<file path="src/rtl/core/bgw_pkg.sv">
// Shared types and constants for the Bayer gray-world white balance block.
package bgw_pkg;

  localparam int SAMPLE_W = 16;
  localparam int GAIN_W = 16;
  localparam int TOTAL_W = 48;
  localparam int CFG_IDX_W = 3;
  localparam int CFG_DATA_W = 16;
  localparam int DIM_W = 13;
  localparam logic [4:0] REJECT_MARGIN = 5'd25;

  localparam logic [CFG_IDX_W-1:0] REG_WIDTH = 3'd0;
  localparam logic [CFG_IDX_W-1:0] REG_HEIGHT = 3'd1;
  localparam logic [CFG_IDX_W-1:0] REG_WHITE = 3'd2;
  localparam logic [CFG_IDX_W-1:0] REG_BLACK = 3'd3;
  localparam logic [CFG_IDX_W-1:0] REG_ORDER = 3'd4;

  localparam logic [1:0] ORDER_RGGB = 2'd0;
  localparam logic [1:0] ORDER_BGGR = 2'd1;
  localparam logic [1:0] ORDER_GRBG = 2'd2;
  localparam logic [1:0] ORDER_GBRG = 2'd3;

  typedef struct packed {
    logic [SAMPLE_W-1:0] sample_top_left;
    logic [SAMPLE_W-1:0] sample_top_right;
    logic [SAMPLE_W-1:0] sample_bottom_left;
    logic [SAMPLE_W-1:0] sample_bottom_right;
  } quad_t;

  typedef struct packed {
    logic [GAIN_W-1:0] gain_red;
    logic [GAIN_W-1:0] gain_green;
    logic [GAIN_W-1:0] gain_blue;
    logic red_valid;
    logic green_valid;
    logic blue_valid;
  } gains_t;

  // one quad's contribution after black subtraction
  typedef struct packed {
    logic [SAMPLE_W-1:0] red;
    logic [SAMPLE_W:0] green;
    logic [SAMPLE_W-1:0] blue;
    logic reject;
  } lane_out_t;

endpackage

</file>
<file path="src/rtl/core/bgw_merge.sv">
// Merge of the four lanes into red, green and blue by mosaic order.
module bgw_merge (
  input  logic [bgw_pkg::SAMPLE_W-1:0] lv [4],
  input  logic [3:0]                   rej,
  input  logic [1:0]                   order,
  output bgw_pkg::lane_out_t           px
);
  logic [1:0] r_pos, b_pos, g0, g1;
  always_comb begin
    unique case (order)
      bgw_pkg::ORDER_RGGB: begin r_pos = 2'd0; b_pos = 2'd3; g0 = 2'd1; g1 = 2'd2; end
      bgw_pkg::ORDER_BGGR: begin r_pos = 2'd3; b_pos = 2'd0; g0 = 2'd1; g1 = 2'd2; end
      bgw_pkg::ORDER_GRBG: begin r_pos = 2'd1; b_pos = 2'd2; g0 = 2'd0; g1 = 2'd3; end
      default: begin r_pos = 2'd2; b_pos = 2'd1; g0 = 2'd0; g1 = 2'd3; end
    endcase
    px.red = lv[r_pos];
    px.blue = lv[b_pos];
    px.green = {1'b0, lv[g0]} + {1'b0, lv[g1]};
    px.reject = |rej;
  end
endmodule

</file>
<file path="config.mk">
export PLATFORM = sky130hd
export DESIGN_NAME = bgw_merge
export DESIGN_NICKNAME = d
export VERILOG_FILES = /design/src/rtl/core/bgw_pkg.sv /design/src/rtl/core/bgw_merge.sv
export SDC_FILE = /design/constraint.sdc
export NUM_CORES = 1
export LEC_CHECK = 0
export BUFFER_PORTS_ARGS = -buffer_cell sky130_fd_sc_hd__buf_2
export CORE_ASPECT_RATIO = 0.8
export CORE_MARGIN = 5
export CORE_UTILIZATION = 42
export DETAILED_ROUTE_END_ITERATION = 16
export MAX_ROUTING_LAYER = met4
export PLACE_DENSITY = 0.79
export REMOVE_ABC_BUFFERS = 1
export SLEW_MARGIN = 40
export SYNTH_ARGS = -nofsm -noshare
export SYNTH_HDL_FRONTEND = slang
export SYNTH_SLANG_ARGS = --single-unit
</file>
<file path="constraint.sdc">
create_clock -name vclk -period 4.85
set_input_delay 0.97 -clock vclk [all_inputs]
set_output_delay 0.97 -clock vclk [all_outputs]
set_load 0.03 [all_outputs]
</file>
==> impl_metrics.env <==
export IMPL_met3_length_um=436
export IMPL_critPathKind="input pin to output pin"
export IMPL_dp_hpwl_mm=4.95
export IMPL_ctsHoldBuffers=0
export IMPL_first_pass_iters=4
export IMPL_synth_area_leaders="mux4_2 (36%), mux2_2 (18%), ha_1 (12%)"
export IMPL_vdd_ir_drop_max_mv=0.145
export IMPL_grt_start_max_net_pins=33
export IMPL_synth_top_cell_area_share=0.356
export IMPL_fin_ws_ns=0.127
export IMPL_vias=2185
export IMPL_dr_first_iter_drc_count=64
export IMPL_drc=0
export IMPL_routabilityCongestion=0.845
export IMPL_final_setup_tns_ns=0
export IMPL_max_cap_violations=0
export IMPL_fin_util=0.624
export IMPL_synth_area_per_cell_um2=10.3
export IMPL_holdWs_ns=2.28
export IMPL_postSynthCellCount=197
export IMPL_grt_pass1_wl_mm=9.52
export IMPL_seq_area_frac_synth=0
export IMPL_die_height_um=72.1
export IMPL_wirelength_met1_mm=2.59
export IMPL_setup_viol=0
export IMPL_ff_latch_area_um2=0
export IMPL_finalHoldViolCount=0
export IMPL_end_kind="output pin"
export IMPL_fp_dieArea_um2=6320
export IMPL_critPathMaxStageDelay_ns=0.34
export IMPL_min_period_ns=4.72
export IMPL_mostFrequentLayoutCells="buf_2 (117), mux2_2 (32), mux4_2 (32), buf_4 (20)"
export IMPL_ios=120
export IMPL_diodes=0
export IMPL_grt_remaining_overflow=0
export IMPL_cp_required_ns=3.88
export IMPL_numSequentialCells=0
export IMPL_final_common_cell="buf_2"
export IMPL_cp_max_fo=10
export IMPL_wl_mm=5.89
export IMPL_routed_wl_met2_mm=2.84
export IMPL_finalPower_w=0.000706
export IMPL_clkbuf_count=0
export IMPL_crit_arrival_ns=3.75
export IMPL_yosysTopAreaCell="mux4_2"
export IMPL_maxSlewViolCount=0
export IMPL_pre_cts_slack_ns=-0.0393
export IMPL_vias_per_cell=5.65
export IMPL_tightest_slew_ns=0.488
export IMPL_area_delta_synth_final_pct=42.3
export IMPL_status="complete, no violations"
export IMPL_ant_nets=0
export IMPL_final_nets=420
export IMPL_pwr_density_cell_nw_per_um2=245
export IMPL_rows=22
export IMPL_yosysUniqueCellTypes=39
export IMPL_fmax_ghz=0.212
export IMPL_worst_hold_path_type="input pin to output pin"
export IMPL_layout_drive_gt1_share=0.664
export IMPL_worstPathCellList="buf_2 -> inv_1 -> ha_2 -> nor2_4 -> buf_6 -> buf_12 -> mux2_2 -> ha_1 -> buf_4 -> o21ai_0 -> a21oi_1 -> and3_1 -> a221oi_2 -> xnor2_1 -> buf_4"
export IMPL_slew_limit_headroom=0.674
export IMPL_port_buffers=120
export IMPL_critical_path_slowest_cell="mux2_2"
export IMPL_period_share=0.974
export IMPL_cp_start_kind="input pin"
export IMPL_leakagePower_nw=1.34
export IMPL_grt_pass1_vias=2143
export IMPL_crit_path_frequent_cell="buf_4"
export IMPL_highest_layer="met4"
export IMPL_drt_wirelength_per_cell_um=15.2
export IMPL_placeableCoreArea_um2=4620
export IMPL_grt_usage=0.183
export IMPL_antenna_found_initial=0
export IMPL_ys_warn_count=0
export IMPL_die_width_um=87.7
export IMPL_initial_core_util=0.438
export IMPL_syn_area_um2=2030
-- layout make-up --
class	count	area, um2
inverters	5	18.8
repair buffers	141	795
fillers	405	1740
multi-input cells	181	2000
well taps	60	75.1
-- power by group --
| part | internal (W) | total, W | switching (W) |
|---|---|---|---|
| combinational | 0.000293 | 0.000706 | 0.000414 |
| sequential | 0 | 0 | 0 |
| clock | 0 | 0 | 0 |
| total | 0.000293 | 0.000706 | 0.000414 |
-- worst paths after layout --
path	depth (start not counted)	end	slack [ns]	startpoint
worst max-delay path	15	px[29]	0.13	order[1]
worst min-delay path	3	px[0]	2.28	rej[2]
-- per-layer routing --
layer,up-vias,track usage
met3,2,0.0125
met5,-,-
met1,1039,0.251
met2,76,0.311
met4,0,0.0102
li1,1068,-
-- repair_timing --
| action | CTS | global route |
|---|---|---|
| setup endpoints to repair | 2 | 6 |
| setup buffers | 2 | 0 |
| resized for setup | 1 | 12 |
| cloned | 0 | 0 |
| pin swaps | 1 | 4 |
-- critical path, delay by kind of cell --
kind	cells	cell delay, ns
simple gates	2	0.36
compound gates	3	0.57
xor+xnor	1	0.16
buf+inv	6	0.80
fa+ha+maj	2	0.54
mux	1	0.34
-- logic make-up (layout without fill, tap and decap cells) --
group | after synthesis | after routing | synth area share
buffers and inverters | 16 | 146 | 0.0340
muxes | 65 | 65 | 0.538
adders and majority gates | 21 | 21 | 0.133
xor gates and xnor gates | 12 | 12 | 0.0519
AOI/OAI and AO/OA | 41 | 41 | 0.141
and+or+nand+nor | 42 | 42 | 0.102
-- cell usage after synthesis, types with 3 or more instances --
cell,number
a21o_1,6
a21oi_1,16
and3_1,3
buf_2,4
clkbuf_1,6
ha_1,20
inv_1,5
mux2_2,32
mux4_2,32
nand2_1,10
nor2_1,14
o21ai_0,5
xnor2_1,9
xor2_1,3
-- through the flow --
step,cell area (um2),cells
after floorplan,1980,186
after global placement,2830,385
after detailed placement,2830,385
after CTS,2850,387
after global routing,2880,387
final,2880,387
Note: power is estimated with default switching activity, not from simulation.
