## src/rtl/core/bgw_pkg.sv

```systemverilog
// Shared types and constants for the Bayer gray-world white balance block.
package bgw_pkg;

  localparam int SAMPLE_W = 16;
  localparam int GAIN_W = 16;
  localparam int TOTAL_W = 48;
  localparam int CFG_IDX_W = 3;
  localparam int CFG_DATA_W = 16;
  localparam int DIM_W = 13;
  localparam logic [4:0] REJECT_MARGIN = 5'd25;

  localparam logic [CFG_IDX_W-1:0] REG_WIDTH = 3'd0;
  localparam logic [CFG_IDX_W-1:0] REG_HEIGHT = 3'd1;
  localparam logic [CFG_IDX_W-1:0] REG_WHITE = 3'd2;
  localparam logic [CFG_IDX_W-1:0] REG_BLACK = 3'd3;
  localparam logic [CFG_IDX_W-1:0] REG_ORDER = 3'd4;

  localparam logic [1:0] ORDER_RGGB = 2'd0;
  localparam logic [1:0] ORDER_BGGR = 2'd1;
  localparam logic [1:0] ORDER_GRBG = 2'd2;
  localparam logic [1:0] ORDER_GBRG = 2'd3;

  typedef struct packed {
    logic [SAMPLE_W-1:0] sample_top_left;
    logic [SAMPLE_W-1:0] sample_top_right;
    logic [SAMPLE_W-1:0] sample_bottom_left;
    logic [SAMPLE_W-1:0] sample_bottom_right;
  } quad_t;

  typedef struct packed {
    logic [GAIN_W-1:0] gain_red;
    logic [GAIN_W-1:0] gain_green;
    logic [GAIN_W-1:0] gain_blue;
    logic red_valid;
    logic green_valid;
    logic blue_valid;
  } gains_t;

  // one quad's contribution after black subtraction
  typedef struct packed {
    logic [SAMPLE_W-1:0] red;
    logic [SAMPLE_W:0] green;
    logic [SAMPLE_W-1:0] blue;
    logic reject;
  } lane_out_t;

endpackage

```

## src/rtl/core/bgw_divider.sv

```systemverilog
// Restoring divider: quotient of green*2048 by a channel total, saturated.
module bgw_divider (
  input  logic                        clk,
  input  logic                        rst,
  input  logic                        start,
  input  logic [bgw_pkg::TOTAL_W-1:0] num,
  input  logic [bgw_pkg::TOTAL_W-1:0] den,
  output logic                        busy,
  output logic [bgw_pkg::GAIN_W-1:0]  quot
);
  localparam int NW = bgw_pkg::TOTAL_W + 11;
  localparam int CW = $clog2(NW + 1);
  logic [NW-1:0] n;
  logic [NW-1:0] q;
  logic [bgw_pkg::TOTAL_W:0] rem;
  logic [bgw_pkg::TOTAL_W-1:0] d;
  logic [CW-1:0] cnt;
  logic [bgw_pkg::TOTAL_W:0] trial;

  always_comb begin
    trial = {rem[bgw_pkg::TOTAL_W-1:0], n[NW-1]};
    quot = (|q[NW-1:bgw_pkg::GAIN_W]) ? '1 : q[bgw_pkg::GAIN_W-1:0];
  end

  always_ff @(posedge clk) begin
    if (rst) begin
      busy <= 1'b0;
      cnt <= '0;
    end else if (start) begin
      busy <= 1'b1;
      cnt <= CW'(NW);
      n <= {num, 11'd0};
      d <= den;
      rem <= '0;
      q <= '0;
    end else if (busy) begin
      n <= {n[NW-2:0], 1'b0};
      if (trial >= {1'b0, d}) begin
        rem <= trial - {1'b0, d};
        q <= {q[NW-2:0], 1'b1};
      end else begin
        rem <= trial;
        q <= {q[NW-2:0], 1'b0};
      end
      cnt <= cnt - 1'b1;
      if (cnt == CW'(1)) busy <= 1'b0;
    end
  end
endmodule

```

## config.mk

```make
export PLATFORM = sky130hd
export DESIGN_NAME = bgw_divider
export DESIGN_NICKNAME = d
export VERILOG_FILES = /design/src/rtl/core/bgw_pkg.sv /design/src/rtl/core/bgw_divider.sv
export SDC_FILE = /design/constraint.sdc
export NUM_CORES = 1
export LEC_CHECK = 0
export BUFFER_PORTS_ARGS = -buffer_cell sky130_fd_sc_hd__buf_2
export CORE_ASPECT_RATIO = 0.5
export CORE_UTILIZATION = 50
export DETAILED_ROUTE_END_ITERATION = 8
export GPL_TIMING_DRIVEN = 0
export PLACE_DENSITY = 0.73
export REMOVE_ABC_BUFFERS = 1
export SKIP_LAST_GASP = 1
export SLEW_MARGIN = 0
export SYNTH_ARGS = -nofsm -noshare
export SYNTH_HDL_FRONTEND = slang
export SYNTH_SLANG_ARGS = --single-unit
```

## constraint.sdc

```tcl
create_clock -name clk -period 9.4 [get_ports clk]
set_clock_uncertainty 0.1 [all_clocks]
set_input_delay 0 -clock clk [delete_from_list [all_inputs] [get_ports clk]]
set_output_delay 0 -clock clk [all_outputs]
set_load 0.01 [all_outputs]
```

==> impl_metrics.py <==
metrics = {
    "min_path": {
        "hold_class": "in2reg",
        "hold_depth": 2,
        "min_from": "den[7]",
        "min_to": "d[7]",
    },
    "detailed_routing": {
        "route.detailed.drc": 0,
        "via_count": 8075,
        "wire_per_inst_um": 15.9,
        "vias_per_cell": 5.35,
        "wl_mm": 24.0,
        "antenna_left": 0,
        "drt_iter0_drc": 480,
        "drt_pass1_iterations": 5,
    },
    "critical_path": {
        "crit_required_ns": 9.67,
        "cp_num_buf_inv": 2,
        "rrSetupSlack_ns": 5.70,
        "critPathArrivalTime_ns": 3.97,
        "cpMostUsedCell": "nor2_1",
        "path_delay_family": "simple AND/OR/NAND/NOR gates",
        "rr_worst_depth": 12,
        "cp_cell_sequence": "ha_1, nand2_1, nor4_1, nand3_1, nor2_1, nor4_4, or4b_1, o21a_2, buf_12, inv_8, o31a_1, nor2_1",
        "path_class": "reg2reg",
        "r2r-start": "rem[33]",
        "path_max_fanout": 37,
        "start_kind": "flop",
        "cp_slowest_cell": "ha_1",
        "reg2reg_to": "rem[6]",
        "slowest_delay_ns": 0.53,
        "endpoint_kind": "flop",
    },
    "cells_and_area": {
        "antenna_cells": 0,
        "instances_no_fill": 1510,
        "layout-drive-gt1-share": 0.172,
        "stdcell_area_mm2": 0.0138,
        "multi_input_area_mm2": 0.00452,
        "fin_nets": 1346,
        "fillCellCount": 1717,
        "area_delta_synth_final_pct": 22.6,
        "seq_area_mm2": 0.00624,
    },
    "timing": {
        "worstMarginPinSlew_ns": 0.970,
        "fmax_ghz": 0.270,
        "finalCritPeriodShare": 0.394,
        "grt_setup_unrepaired": "false",
        "slew_viol_final": 0,
        "slew_headroom": 0.350,
        "layout_min_cycle_time_ns": 3.70,
        "setup_viol": 0,
        "hold_violations": 0,
        "finalWorstSetupSlack_ns": 5.70,
    },
    "global_routing": {
        "grt_pass1_vias": 8111,
        "grt_usage": 0.212,
        "grt_first_pass_wirelength_mm": 38.9,
        "grt_max_degree": 87,
        "grt_overflow": 0,
        "antenna_found_initial": 0,
    },
    "placed_design": {
        "place_inst": 1375,
        "dpl_worst_slack_ns": 5.75,
        "placed_cell_area_mm2": 0.0121,
        "gp_congestion": 0.906,
        "place_hpwl_mm": 15.3,
        "portBuffers": 115,
    },
    "clocking": {
        "cts_buffers": 20,
        "cts_tree": "built",
        "clk_pin_slew_ns": 0.07,
        "cts_setup_buffers": 0,
        "numClockSinks": 210,
        "cts_htree_levels": 1,
        "cts_resized": 0,
        "cts_max_path_buffers": 3,
        "cts_root_buffer": "clkbuf_16",
        "clkLatencyLatePin_ns": 0.52,
        "hold_buffers": 99,
    },
    "synthesis": {
        "synthCells": 997,
        "yosys_warnings": 0,
        "synth_commonest_cells": "edfxtp_1, nand2_1, a21oi_1, nor2b_1, inv_1",
        "async_reset_ff_frac": 0,
        "ys_top_cells_by_area": "edfxtp_1, ha_1, mux2_2",
        "yosysUniqueCellTypes": 58,
        "yosysMostFrequentCell": "edfxtp_1",
        "synth_area_mm2": 0.0112,
        "avgSynthCellArea_um2": 11.3,
        "yosysSeqAreaShare": 0.556,
        "synth_seq_cells": 210,
        "synth_edf_count": 203,
        "synth_largest_area_cell": "edfxtp_1",
        "synth_top_area_frac": 0.543,
        "synth_ff_type": "edfxtp_1",
    },
    "power": {
        "ir_worst_vdd_mv": 0.0984,
        "total_power_w": 0.00253,
        "leakage_nw": 5.34,
        "powerDensity_mw_per_mm2": 184,
    },
    "floorplan": {
        "ios": 116,
        "start_util": 0.514,
        "die_w_um": 214,
        "dieArea_mm2": 0.0231,
        "rows": 38,
        "fp.dieH_um": 108,
        "core_area_mm2": 0.0218,
    },
    "status": {
        "status": "finished, final reports clean",
    },
    "run": {
        "max_cap_violations": 0,
    },
}
## state kept, by name, summed over array words and instances, names as in the netlist
signal,count
busy,1
cnt,6
d,48
n,48
q,59
rem,48
## placed cells by master (no fill, tap or decap), types with 9 or more instances in the layout
master,instances
xnor2_1,22
o21ai_0,23
nand3_1,14
mux2_2,47
nor2_1,51
nand2_1,109
o21a_1,9
a211oi_1,14
edfxtp_1,203
nand4_1,17
nor2b_1,65
nand2b_1,29
a21o_1,11
nor3_1,16
nor4_1,11
clkbuf_16,20
a21oi_1,89
dlygate4sd3_1,99
ha_1,50
xor2_1,24
inv_1,62
buf_2,114
## metrics by stage
step	setup TNS, ns	hold WS (ns)	util
6_report	0	0.0904	0.630
5_1_grt	0	0.0736	0.630
4_1_cts	0	0.0709	0.630
3_5_place_dp	0	0.0781	0.556
3_3_place_gp	-457.60	0.0776	0.547
2_1_floorplan	0	-0.0276	-
## kinds of logic after synthesis
| kind of cell | share of synthesized area |
|---|---|
| and+or+nand+nor | 0.152 |
| DFF | 0.556 |
| adders and majority gates | 0.0575 |
| buffers and inverters | 0.0432 |
| xor gates and xnor gates | 0.0359 |
| muxes | 0.0472 |
| AOI/OAI and AO/OA | 0.109 |
## worst max-delay path by stage
| stage | startpoint | to | slack, ns | cells after the start |
|---|---|---|---|---|
| 4_1_cts | rem[3] | rem[6] | 5.73 | 12 |
| 3_5_place_dp | rem[3] | rem[6] | 5.75 | 12 |
| 5_1_grt | rem[30] | rem[6] | 5.44 | 12 |
| 6_report | rem[33] | rem[6] | 5.70 | 12 |
| 3_3_place_gp | start | busy | -2.96 | 4 |
| 2_1_floorplan | busy | n[11] | 1.63 | 2 |
## power breakdown
part	total [W]	internal [W]	switching (W)
Clock	0.000799	0.000449	0.000351
Combinational	0.000579	0.000249	0.000330
Sequential	0.00115	0.00112	0.0000328
Total	0.00253	0.00182	0.000713
## final cells by class
cell class	instances	area share
Clock inverter	11	0.00791
Inverter	63	0.0177
Clock buffer	25	0.0377
Tap cell	300	0.0273
Timing Repair Buffer	222	0.127
Sequential cell	210	0.453
Multi-Input combinational cell	679	0.329
## metal layers
layer / global-route usage / wire (um) / up-vias
li1: - / - / 3998
met1: 0.277 / 10700 / 3840
met2: 0.363 / 11600 / 188
met3: 0.0380 / 990 / 49
met4: 0.0628 / 603 / 0
met5: 0 / 0 / -
Power figures use the tool's default switching activity.
