--- src/rtl/core/bgw_pkg.sv ---
// Shared types and constants for the Bayer gray-world white balance block.
package bgw_pkg;

  localparam int SAMPLE_W = 16;
  localparam int GAIN_W = 16;
  localparam int TOTAL_W = 48;
  localparam int CFG_IDX_W = 3;
  localparam int CFG_DATA_W = 16;
  localparam int DIM_W = 13;
  localparam logic [4:0] REJECT_MARGIN = 5'd25;

  localparam logic [CFG_IDX_W-1:0] REG_WIDTH = 3'd0;
  localparam logic [CFG_IDX_W-1:0] REG_HEIGHT = 3'd1;
  localparam logic [CFG_IDX_W-1:0] REG_WHITE = 3'd2;
  localparam logic [CFG_IDX_W-1:0] REG_BLACK = 3'd3;
  localparam logic [CFG_IDX_W-1:0] REG_ORDER = 3'd4;

  localparam logic [1:0] ORDER_RGGB = 2'd0;
  localparam logic [1:0] ORDER_BGGR = 2'd1;
  localparam logic [1:0] ORDER_GRBG = 2'd2;
  localparam logic [1:0] ORDER_GBRG = 2'd3;

  typedef struct packed {
    logic [SAMPLE_W-1:0] sample_top_left;
    logic [SAMPLE_W-1:0] sample_top_right;
    logic [SAMPLE_W-1:0] sample_bottom_left;
    logic [SAMPLE_W-1:0] sample_bottom_right;
  } quad_t;

  typedef struct packed {
    logic [GAIN_W-1:0] gain_red;
    logic [GAIN_W-1:0] gain_green;
    logic [GAIN_W-1:0] gain_blue;
    logic red_valid;
    logic green_valid;
    logic blue_valid;
  } gains_t;

  // one quad's contribution after black subtraction
  typedef struct packed {
    logic [SAMPLE_W-1:0] red;
    logic [SAMPLE_W:0] green;
    logic [SAMPLE_W-1:0] blue;
    logic reject;
  } lane_out_t;

endpackage

--- src/rtl/core/bgw_lane.sv ---
// One sample lane: black clamp and white reject test for a single sample.
module bgw_lane #(
  parameter int SAMPLE_BITS = 16
) (
  input  logic [bgw_pkg::SAMPLE_W-1:0] sample,
  input  logic [15:0]                  sat_level,
  input  logic [15:0]                  dark_level,
  output logic [bgw_pkg::SAMPLE_W-1:0] level,
  output logic                         reject
);
  logic [bgw_pkg::SAMPLE_W-1:0] masked;
  logic [16:0] with_margin;

  always_comb begin
    masked = sample & bgw_pkg::SAMPLE_W'((17'd1 << SAMPLE_BITS) - 17'd1);
    with_margin = {1'b0, masked} + {12'd0, bgw_pkg::REJECT_MARGIN};
    reject = with_margin > {1'b0, sat_level};
    level = (masked > dark_level) ? masked - dark_level : '0;
  end
endmodule

--- config.mk ---
export PLATFORM = sky130hd
export DESIGN_NAME = bgw_lane
export DESIGN_NICKNAME = d
export VERILOG_FILES = /design/src/rtl/core/bgw_pkg.sv /design/src/rtl/core/bgw_lane.sv
export SDC_FILE = /design/constraint.sdc
export NUM_CORES = 1
export LEC_CHECK = 0
export ABC_AREA = 1
export BUFFER_PORTS_ARGS = -buffer_cell sky130_fd_sc_hd__buf_2
export CORE_AREA = 2 2 64 66
export DETAILED_ROUTE_END_ITERATION = 16
export DIE_AREA = 0 0 66 68
export GPL_ROUTABILITY_DRIVEN = 0
export PLACE_DENSITY = 0.84
export SLEW_MARGIN = 20
export SYNTH_ARGS = -nofsm -noshare
export SYNTH_HDL_FRONTEND = slang
export SYNTH_SLANG_ARGS = --single-unit
--- constraint.sdc ---
create_clock -name vclk -period 1.7
set_input_delay 0.085 -clock vclk [all_inputs]
set_output_delay 0.085 -clock vclk [all_outputs]
set_load 0.02 [all_outputs]
==> metrics.md, run 1 <==
| Metric | Value |
|---|---|
| Initial core utilization | `45.07%` |
| Number of global-route vias before repair | `2528` |
| Max_cap viols | `0` |
| DR vias/cell | `5.587` |
| Worst Path Max Fanout | `4` |
| Critical path class | `in -> out` |
| P&R area growth vs syn | `88.05%` |
| ANT cells | `0` |
| I/O Pins | `65` |
| Tmin final | `2.292 ns` |
| FP Rows | `23` |
| Worst min path class | `in -> out` |
| Slew Viols, Final | `0` |
| Final period util | `134.8%` |
| Synth top area share | `23.76%` |
| CLK BUF | `0` |
| Area leader, netlist | `ha_1` |
| Seq_cells | `0` |
| Outcome | `finished, violations left` |
| Final std cells w/o fill | `511` |
| Chip height | `68 um` |
| WP data arrival | `2.21 ns` |
| DP Wirelength | `4.433 mm` |
| 1st-pass router iterations | `5` |
| RSZ-0062 raised after global routing | `yes` |
| Initial DRC count | `221` |
| GR Overflow Total | `0` |
| # fillers | `217` |
| Failing checks | `negative setup slack` |
| Finish-stage setup viols | `17` |
| Slew of the pin with the lowest slew margin | `0.4475 ns` |
| Final WS setup | `-0.5924 ns` |
| Cells after DPL | `487` |
| Synth unique cells | `25` |
| Ys Warns | `0` |
| Critical Path RT | `1.62 ns` |
| Post-Syn Instances | `318` |
| Critical Path Start Type | `primary input` |
| Post-synthesis cell area | `1738 um^2` |
| Hold Slack | `0.5924 ns` |
| Register area | `0 um^2` |
| Width of the die | `66 um` |
| Crit. End Element | `output pin` |
| Largest net degree at the start of global routing | `8` |
| Routed WL | `8.958 mm` |
| Full die area | `4488 um^2` |
| Leak | `0.001850 uW` |
| Synthesized area per cell | `5.465 um^2` |
| NumNets Final | `545` |
| Core area | `3856 um^2` |
| Core Util, Final | `84.75%` |
| Layout cells sized above 1 | `46.85%` |
| Max-slew headroom | `69.90%` |
| FMAX | `0.4362 GHz` |
| Total via count in the routed design | `2855` |
| Sequential area share after synthesis | `0%` |
| Final Hold Viols | `0` |
| Final ANT Viol Nets | `0` |
| VDD IR max | `0.0003057 V` |
| WL/cell | `17.53 um` |
| Global-route wire length before repair | `10.80 mm` |
| Drt drc | `0` |
| GRT Resource Usage Total | `30.26%` |
| Final Total Pwr | `1313 uW` |
| Post-Syn Nets | `400` |
| Initial antenna violation count | `0` |
| PortBufs | `65` |
| Setup TNS Final | `-7.945 ns` |
| Synth area leaders | `ha_1, nand2_1, inv_1` |
| PD cells | `401.7 nW/um^2` |
## layout make-up
class                           instances  area (um^2)  share of cell area, %
Multi-Input combinational cell        243         1851                  56.62
Tap cell                               50        62.56                  1.914
Inverter                               74        282.8                  8.652
Timing Repair Buffer                  144         1072                  32.81
## power by group
group / switching (uW) / internal [uW] / total, uW
Combinational: 715 / 597 / 1310
Clock: 0 / 0 / 0
Sequential: 0 / 0 / 0
Total: 715 / 597 / 1310
## metal layers
layer  global-route usage [%]  part of all wire (%)
met5                        0                     0
met4                    13.78                   7.7
met3                    1.480                   7.1
met2                    60.10                    49
met1                    32.94                    36
## synth_stat cells
| cell type | instances |
|---|---|
| nand4_1 | 5 |
| a21oi_2 | 1 |
| inv_2 | 1 |
| fa_1 | 1 |
| a21o_1 | 2 |
| a21oi_1 | 17 |
| nand3_1 | 17 |
| nor3_1 | 4 |
| a21boi_0 | 1 |
| and2_1 | 1 |
| nand3b_1 | 2 |
| buf_6 | 1 |
| ha_1 | 33 |
| o211ai_1 | 1 |
| o21ai_0 | 7 |
| o21ai_2 | 1 |
| xor2_1 | 15 |
| inv_1 | 73 |
| nor3_2 | 2 |
| nor2_1 | 44 |
| o21ai_1 | 1 |
| o21bai_1 | 3 |
| xnor2_1 | 5 |
| nor4_1 | 1 |
| nand2_1 | 79 |
## repair_timing
action | 4_1_cts | 5_1_grt
hold buffers | 0 | 0
pin swaps | 26 | 33
cloned | 1 | 0
setup buffers | 13 | 10
gates resized for setup | 58 | 79
setup endpoints to repair | 17 | 17
## per-stage QoR
step           worst slack (ns)  area (um^2)
2_1_floorplan           -0.1848         1775
3_3_place_gp            -0.4332         2565
3_5_place_dp            -0.5239         2565
4_1_cts                 -0.3327         2870
5_1_grt                 -0.6601         3268
6_report                -0.5924         3268
## kinds of logic (layout without fill, tap and decap cells)
family	Yosys count	after routing	synth area share [%]
xor+xnor	20	20	10.08
fa+ha+maj	34	34	24.91
simple gates	155	155	37.15
buf+inv	75	218	16.63
compound gates	34	34	11.23
## critical path: stages
cell	delay, ns
buf_8	0.09
ha_4	0.15
nand2_4	0.06
nand2_4	0.07
nand3_4	0.09
buf_6	0.14
buf_6	0.11
nor2_4	0.08
xor2_1	0.22
ha_1	0.29
nand2_1	0.08
inv_1	0.05
o21ai_1	0.13
nand2_1	0.09
nand3_2	0.07
nand3_1	0.08
nor2_1	0.15
nor2_2	0.05
buf_6	0.12
## layout by cell type (no fill, tap or decap), types with 2 or more instances in the layout
cell	count
buf_4	74
nand2_1	69
inv_1	65
buf_2	46
ha_1	25
buf_6	21
nor2_1	20
nor2_4	15
xor2_1	14
a21oi_1	11
nand3_1	10
nor2_2	9
ha_4	8
inv_2	7
nand2_2	6
a21oi_2	6
nand4_1	5
xnor2_1	5
nand2_4	4
o21ai_0	4
nand3_4	4
o21ai_1	3
o21bai_1	3
nor3_1	3
nor3_2	3
nand3_2	3
a21o_1	2
nand3b_1	2
inv_4	2
buf_8	2
## final timing paths
kind       end     startpoint  depth (start not counted)  slack, ns
max     reject      sample[0]                         19      -0.59
min   level[0]  dark_level[0]                          4       0.59
(Power assumes the default switching activity.)
==> run 2, diff against run 1 <==
Settings changed: PLACE_DENSITY 0.84 to 0.8.
==> run 2 against run 1 <==
Net effect: the flow still finishes with violations (negative setup slack); global-route usage rose by 0.32 points; final cell count decreased by 2.0%; flip-flop and latch count is the same; power down 4.0%; count of clock-buffer cells in the layout stayed put; critical path depth shrank 3; worst setup slack improved by 0.047 ns; via count shrank 7.7%; non-clock buffer count decreased by 10; design area shrank 3.4%; highest routed layer unchanged.
==> metrics.md, run 2 (synthesis results as in run 1) <==
| Metric | Value |
|---|---|
| Outcome | `finished, violations left` |
| Failing checks | `negative setup slack` |
| # fillers | `227 (+4.6%)` |
| Routed WL | `7.593 mm (-15%)` |
| Width of the die | `66 um (unchanged)` |
| Core area | `3856 um^2 (unchanged)` |
| CLK BUF | `0 (unchanged)` |
| Max-slew headroom | `78.78% (+8.9 points)` |
| Final std cells w/o fill | `501 (-2.0%)` |
| WP data arrival | `2.16 ns (-0.05 ns)` |
| DP Wirelength | `4.326 mm (-2.4%)` |
| 1st-pass router iterations | `6 (+1)` |
| GRT Resource Usage Total | `30.58% (+0.32 points)` |
| Finish-stage setup viols | `17 (unchanged)` |
| Final Hold Viols | `0 (unchanged)` |
| DR vias/cell | `5.259 (-5.9%)` |
| Seq_cells | `0 (unchanged)` |
| Initial core utilization | `45.07% (unchanged)` |
| FMAX | `0.4453 GHz (+2.1%)` |
| Hold-fix buffers, CTS | `0 (unchanged)` |
| Drt drc | `0 (unchanged)` |
| Most frequent cells in the layout | `nand2_1, inv_1, buf_4` |
| NumNets Final | `535 (-1.8%)` |
| FP Rows | `23 (unchanged)` |
| Final ANT Viol Nets | `0 (unchanged)` |
| Crit. End Element | `output pin` |
| Critical Path RT | `1.62 ns (about the same)` |
| Total via count in the routed design | `2635 (-7.7%)` |
| Max_cap viols | `0 (unchanged)` |
| GR Overflow Total | `0 (unchanged)` |
| Tmin final | `2.246 ns (-0.04653 ns)` |
| Worst min path class | `in -> out` |
| Layout cells sized above 1 | `45.23% (-1.6 points)` |
| Slew of the pin with the lowest slew margin | `0.3154 ns (-0.1321 ns)` |
| Critical path class | `in -> out` |
| P&R area growth vs syn | `81.71%` |
| PD cells | `399.2 nW/um^2 (-0.62%)` |
| Critical Path Start Type | `primary input` |
| VDD IR max | `0.0003118 V (+2.0%)` |
| Initial antenna violation count | `0 (unchanged)` |
| Largest net degree at the start of global routing | `9 (+1)` |
| Dpl ws | `-0.5128 ns (+0.01101 ns)` |
| Leak | `0.001794 uW (-3.0%)` |
| PortBufs | `65 (unchanged)` |
| Area after DPL | `2592 um^2 (+1.1%)` |
| Final Total Pwr | `1261 uW (-4.0%)` |
| Register area | `0 um^2 (unchanged)` |
| Commonest non-fill, non-tap cell in the layout | `nand2_1` |
| Full die area | `4488 um^2 (unchanged)` |
| Final WS setup | `-0.5458 ns (+0.04653 ns)` |
| Number of global-route vias before repair | `2490 (-1.5%)` |
| Initial DRC count | `185 (-16%)` |
| RSZ-0062 raised after global routing | `yes` |
| Area of the multi-input gates | `1804 um^2 (-2.5%)` |
| WL/cell | `15.16 um (-14%)` |
| I/O Pins | `65 (unchanged)` |
| Slew Viols, Final | `0 (unchanged)` |
| Final period util | `132.1% (-2.7 points)` |
| Chip height | `68 um (unchanged)` |
| Worst Path Max Fanout | `3 (-1)` |
| Global-route wire length before repair | `10.81 mm (+0.13%)` |
| Finished Cell Area | `3158 um^2 (-3.4%)` |
| Cells after DPL | `489 (+0.41%)` |
| ANT cells | `0 (unchanged)` |
## run 2: changes by cell type in the layout (fill, tap and decap cells not counted), sizes merged
cell and delta:
buf -10
## run 2: what timing repair did
item,4_1_cts,5_1_grt
gates cloned,1,0
buffers inserted,9,3
pin swaps,28,10
endpoints found under the setup margin,17,17
resized for setup,100,24
endpoints found under the hold margin,0,0
## run 2: worst max-delay path: stages
cell     delay [ns]
buf_2          0.12
nand3_1        0.11
nand2_2        0.11
nand2_1        0.09
nor2_2         0.16
nand4_1        0.18
nor2_2         0.17
xor2_1         0.09
ha_1           0.33
inv_2          0.07
nor2_4         0.12
nand4_1        0.11
nor2_1         0.13
nor2_1         0.07
nor2_2         0.09
buf_6          0.12
## run 2: power by group
part | total (uW) | switching, uW | internal (uW)
logic | 1260 | 667 | 594
registers | 0 | 0 | 0
clock network | 0 | 0 | 0
## run 2: cell type report
| class | instances | share of cell area, % |
|---|---|---|
| Multi-Input combinational cell | 243 | 57.13 |
| Timing Repair Buffer | 134 | 32.09 |
| Inverter | 74 | 8.796 |
| Tap cell | 50 | 1.981 |
## run 2: metrics by stage
stage | TNS (ns) | hold slack [ns] | utilization (%)
after global placement | -4.042 | 0.5807 | 67.23
after detailed placement | -4.725 | 0.5840 | 67.23
after global routing | -5.909 | 0.6084 | 81.89
after floorplan | -0.2506 | 0.3791 | -
after CTS | -2.840 | 0.5999 | 79.92
final | -4.454 | 0.5930 | 81.89
## run 2: worst paths after layout
check | start | endpoint | slack (ns) | depth (start not counted)
setup / recovery | sample[2] | reject | -0.55 | 16
hold / removal | dark_level[0] | level[0] | 0.59 | 4
## run 2: per-layer routing
metal	global-route usage (%)	share of wire, %	vias up
li1	-	-	1257
met1	32.88	39	1204
met2	61.24	51	137
met3	3.947	6.0	37
met4	10.20	4.7	0
met5	0	0	-
==> run 3, diff against run 2 <==
Settings changed: CORE_AREA 2 2 64 66 to 2 2 59 61, DIE_AREA 0 0 66 68 to 0 0 61 63, PLACE_DENSITY 0.8 to 0.9.
Clock period 1.7 ns to 2.6 ns, I/O delays scaled along.
==> run 3 against run 2 <==
Net effect: the flow now finishes without violations; utilization decreased by 15 points; sequential share of layout area did not move; worst setup slack better by 0.77 ns; global-route usage decreased by 7.6 points; power decreased by 62%; final cell count decreased by 14%; count of clock-buffer cells in the layout is the same; worst hold slack gained 0.074 ns; first-iteration DRC count shrank 46%; wire length fell by 44%; non-clock buffer count down 65.
==> metrics.md, run 3 (synthesis results as in run 1) <==
| Metric | Value |
|---|---|
| Drt drc | `0 (unchanged)` |
| PortBufs | `65 (unchanged)` |
| Initial DRC count | `100 (-46%)` |
| CLK BUF | `0 (unchanged)` |
| Full die area | `3843 um^2 (-14%)` |
| Hold-fix buffers, CTS | `0 (unchanged)` |
| RSZ-0062 raised after global routing | `no` |
| Final period util | `91.27%` |
| Critical path class | `in -> out` |
| Total via count in the routed design | `2073 (-21%)` |
| Routed WL | `4.284 mm (-44%)` |
| Largest net degree at the start of global routing | `10 (+1)` |
| Initial antenna violation count | `0 (unchanged)` |
| Slew Viols, Final | `0 (unchanged)` |
| # fillers | `326 (+44%)` |
| Met3 usage | `0% (-3.9 points)` |
| Slew of the pin with the lowest slew margin | `0.3496 ns (+0.03417 ns)` |
| Tmin final | `2.373 ns` |
| Leak | `0.001420 uW (-21%)` |
| GR Overflow Total | `0 (unchanged)` |
| Global-route wire length before repair | `7.272 mm (-33%)` |
| Width of the die | `61 um (-7.6%)` |
| PD cells | `222.0 nW/um^2 (-44%)` |
| P&R area growth vs syn | `24.26%` |
| Max_cap viols | `0 (unchanged)` |
| Met2 Usage GRT | `43.28% (-18 points)` |
| Finish-stage setup viols | `0 (-17)` |
| Commonest non-fill, non-tap cell in the layout | `nand2_1` |
| Initial core utilization | `53.77% (+8.7 points)` |
| FMAX | `0.4214 GHz` |
| Final Hold Viols | `0 (unchanged)` |
| Layout cells sized above 1 | `19.95% (-25 points)` |
| Final std cells w/o fill | `432 (-14%)` |
| DP Wirelength | `3.905 mm (-9.7%)` |
| Outcome | `finished clean` |
| GRT Resource Usage Total | `23.01% (-7.6 points)` |
| Worst Path Max Fanout | `5 (+2)` |
| Seq_cells | `0 (unchanged)` |
| Critical Path RT | `2.47 ns (+0.85 ns)` |
| Critical Path Start Type | `primary input` |
| DR vias/cell | `4.799 (-8.8%)` |
| Cells after DPL | `431 (-12%)` |
| 1st-pass router iterations | `4 (-2)` |
| VDD IR max | `0.0001359 V (-56%)` |
| Setup TNS Final | `0 ns (+4.454 ns)` |
| Worst min path class | `in -> out` |
| Number of global-route vias before repair | `1829 (-27%)` |
| GR Util met1 | `29.96% (-2.9 points)` |
| Crit. End Element | `output pin` |
| NumNets Final | `470 (-12%)` |
| Max-slew headroom | `76.49% (-2.3 points)` |
| Final ANT Viol Nets | `0 (unchanged)` |
| Chip height | `63 um (-7.4%)` |
| FP Rows | `21 (-8.7%)` |
| WL/cell | `9.917 um (-35%)` |
| I/O Pins | `65 (unchanged)` |
| ANT cells | `0 (unchanged)` |
| Core area | `3232 um^2 (-16%)` |
| Busiest grt layer | `met2` |
| Most frequent cells in the layout | `nand2_1, inv_1, buf_2` |
| WP data arrival | `2.24 ns (+0.08 ns)` |
| Register area | `0 um^2 (unchanged)` |
[run 3: worst paths after layout]
kind	startpoint	endpoint	slack (ns)	cells after the start
worst max-delay path	sample[0]	reject	0.23	21
worst min-delay path	dark_level[0]	level[0]	0.67	4
[run 3: layer usage]
layer	wire, um	up-vias
met3	165	2
met4	19	0
met1	1894	891
li1	-	1127
met5	0	-
met2	2204	53
[run 3: critical path: stages]
cell and delay [ns]:
buf_2 0.13, ha_1 0.20, nand2_1 0.10, nand2_2 0.09, nand3_4 0.12, inv_1 0.06
nand2_1 0.05, nor2_1 0.04, nand2_1 0.06, xor2_1 0.16, inv_1 0.06, ha_1 0.30
nand2_1 0.06, inv_1 0.06, nand3_1 0.08, inv_1 0.08, nand4_1 0.09, nor2_1 0.10
nor2_1 0.05, nor2_1 0.08, buf_4 0.14
[run 3: stage by stage]
stage          utilization, %  instance area, um^2  hold WS (ns)  power (uW)  worst slack [ns]
3_3_place_gp            65.97                 2132        0.6654       460.3            0.2520
3_5_place_dp            65.97                 2132        0.6685       472.8            0.1070
4_1_cts                 65.97                 2132        0.6685       475.4            0.1088
5_1_grt                 66.82                 2160        0.6962       542.5          0.005643
2_1_floorplan               -                 1738        0.4691       330.4            0.4482
6_report                66.82                 2160        0.6670       479.5            0.2270
[run 3: layout make-up]
type / instances / area [um^2] / share of cell area, %
Timing Repair Buffer: 69 / 357.8 / 16.57
Inverter: 74 / 277.8 / 12.86
Tap cell: 46 / 57.56 / 2.665
Multi-Input combinational cell: 243 / 1466 / 67.90
[run 3: repair_timing]
item	CTS	global route
setup endpoints to repair	0	1
setup buffers	0	1
gates resized for setup	0	5
[run 3: where the power goes]
part	switching, uW	internal, uW
clock	0	0
sequential	0	0
combinational	291	188
total	291	188
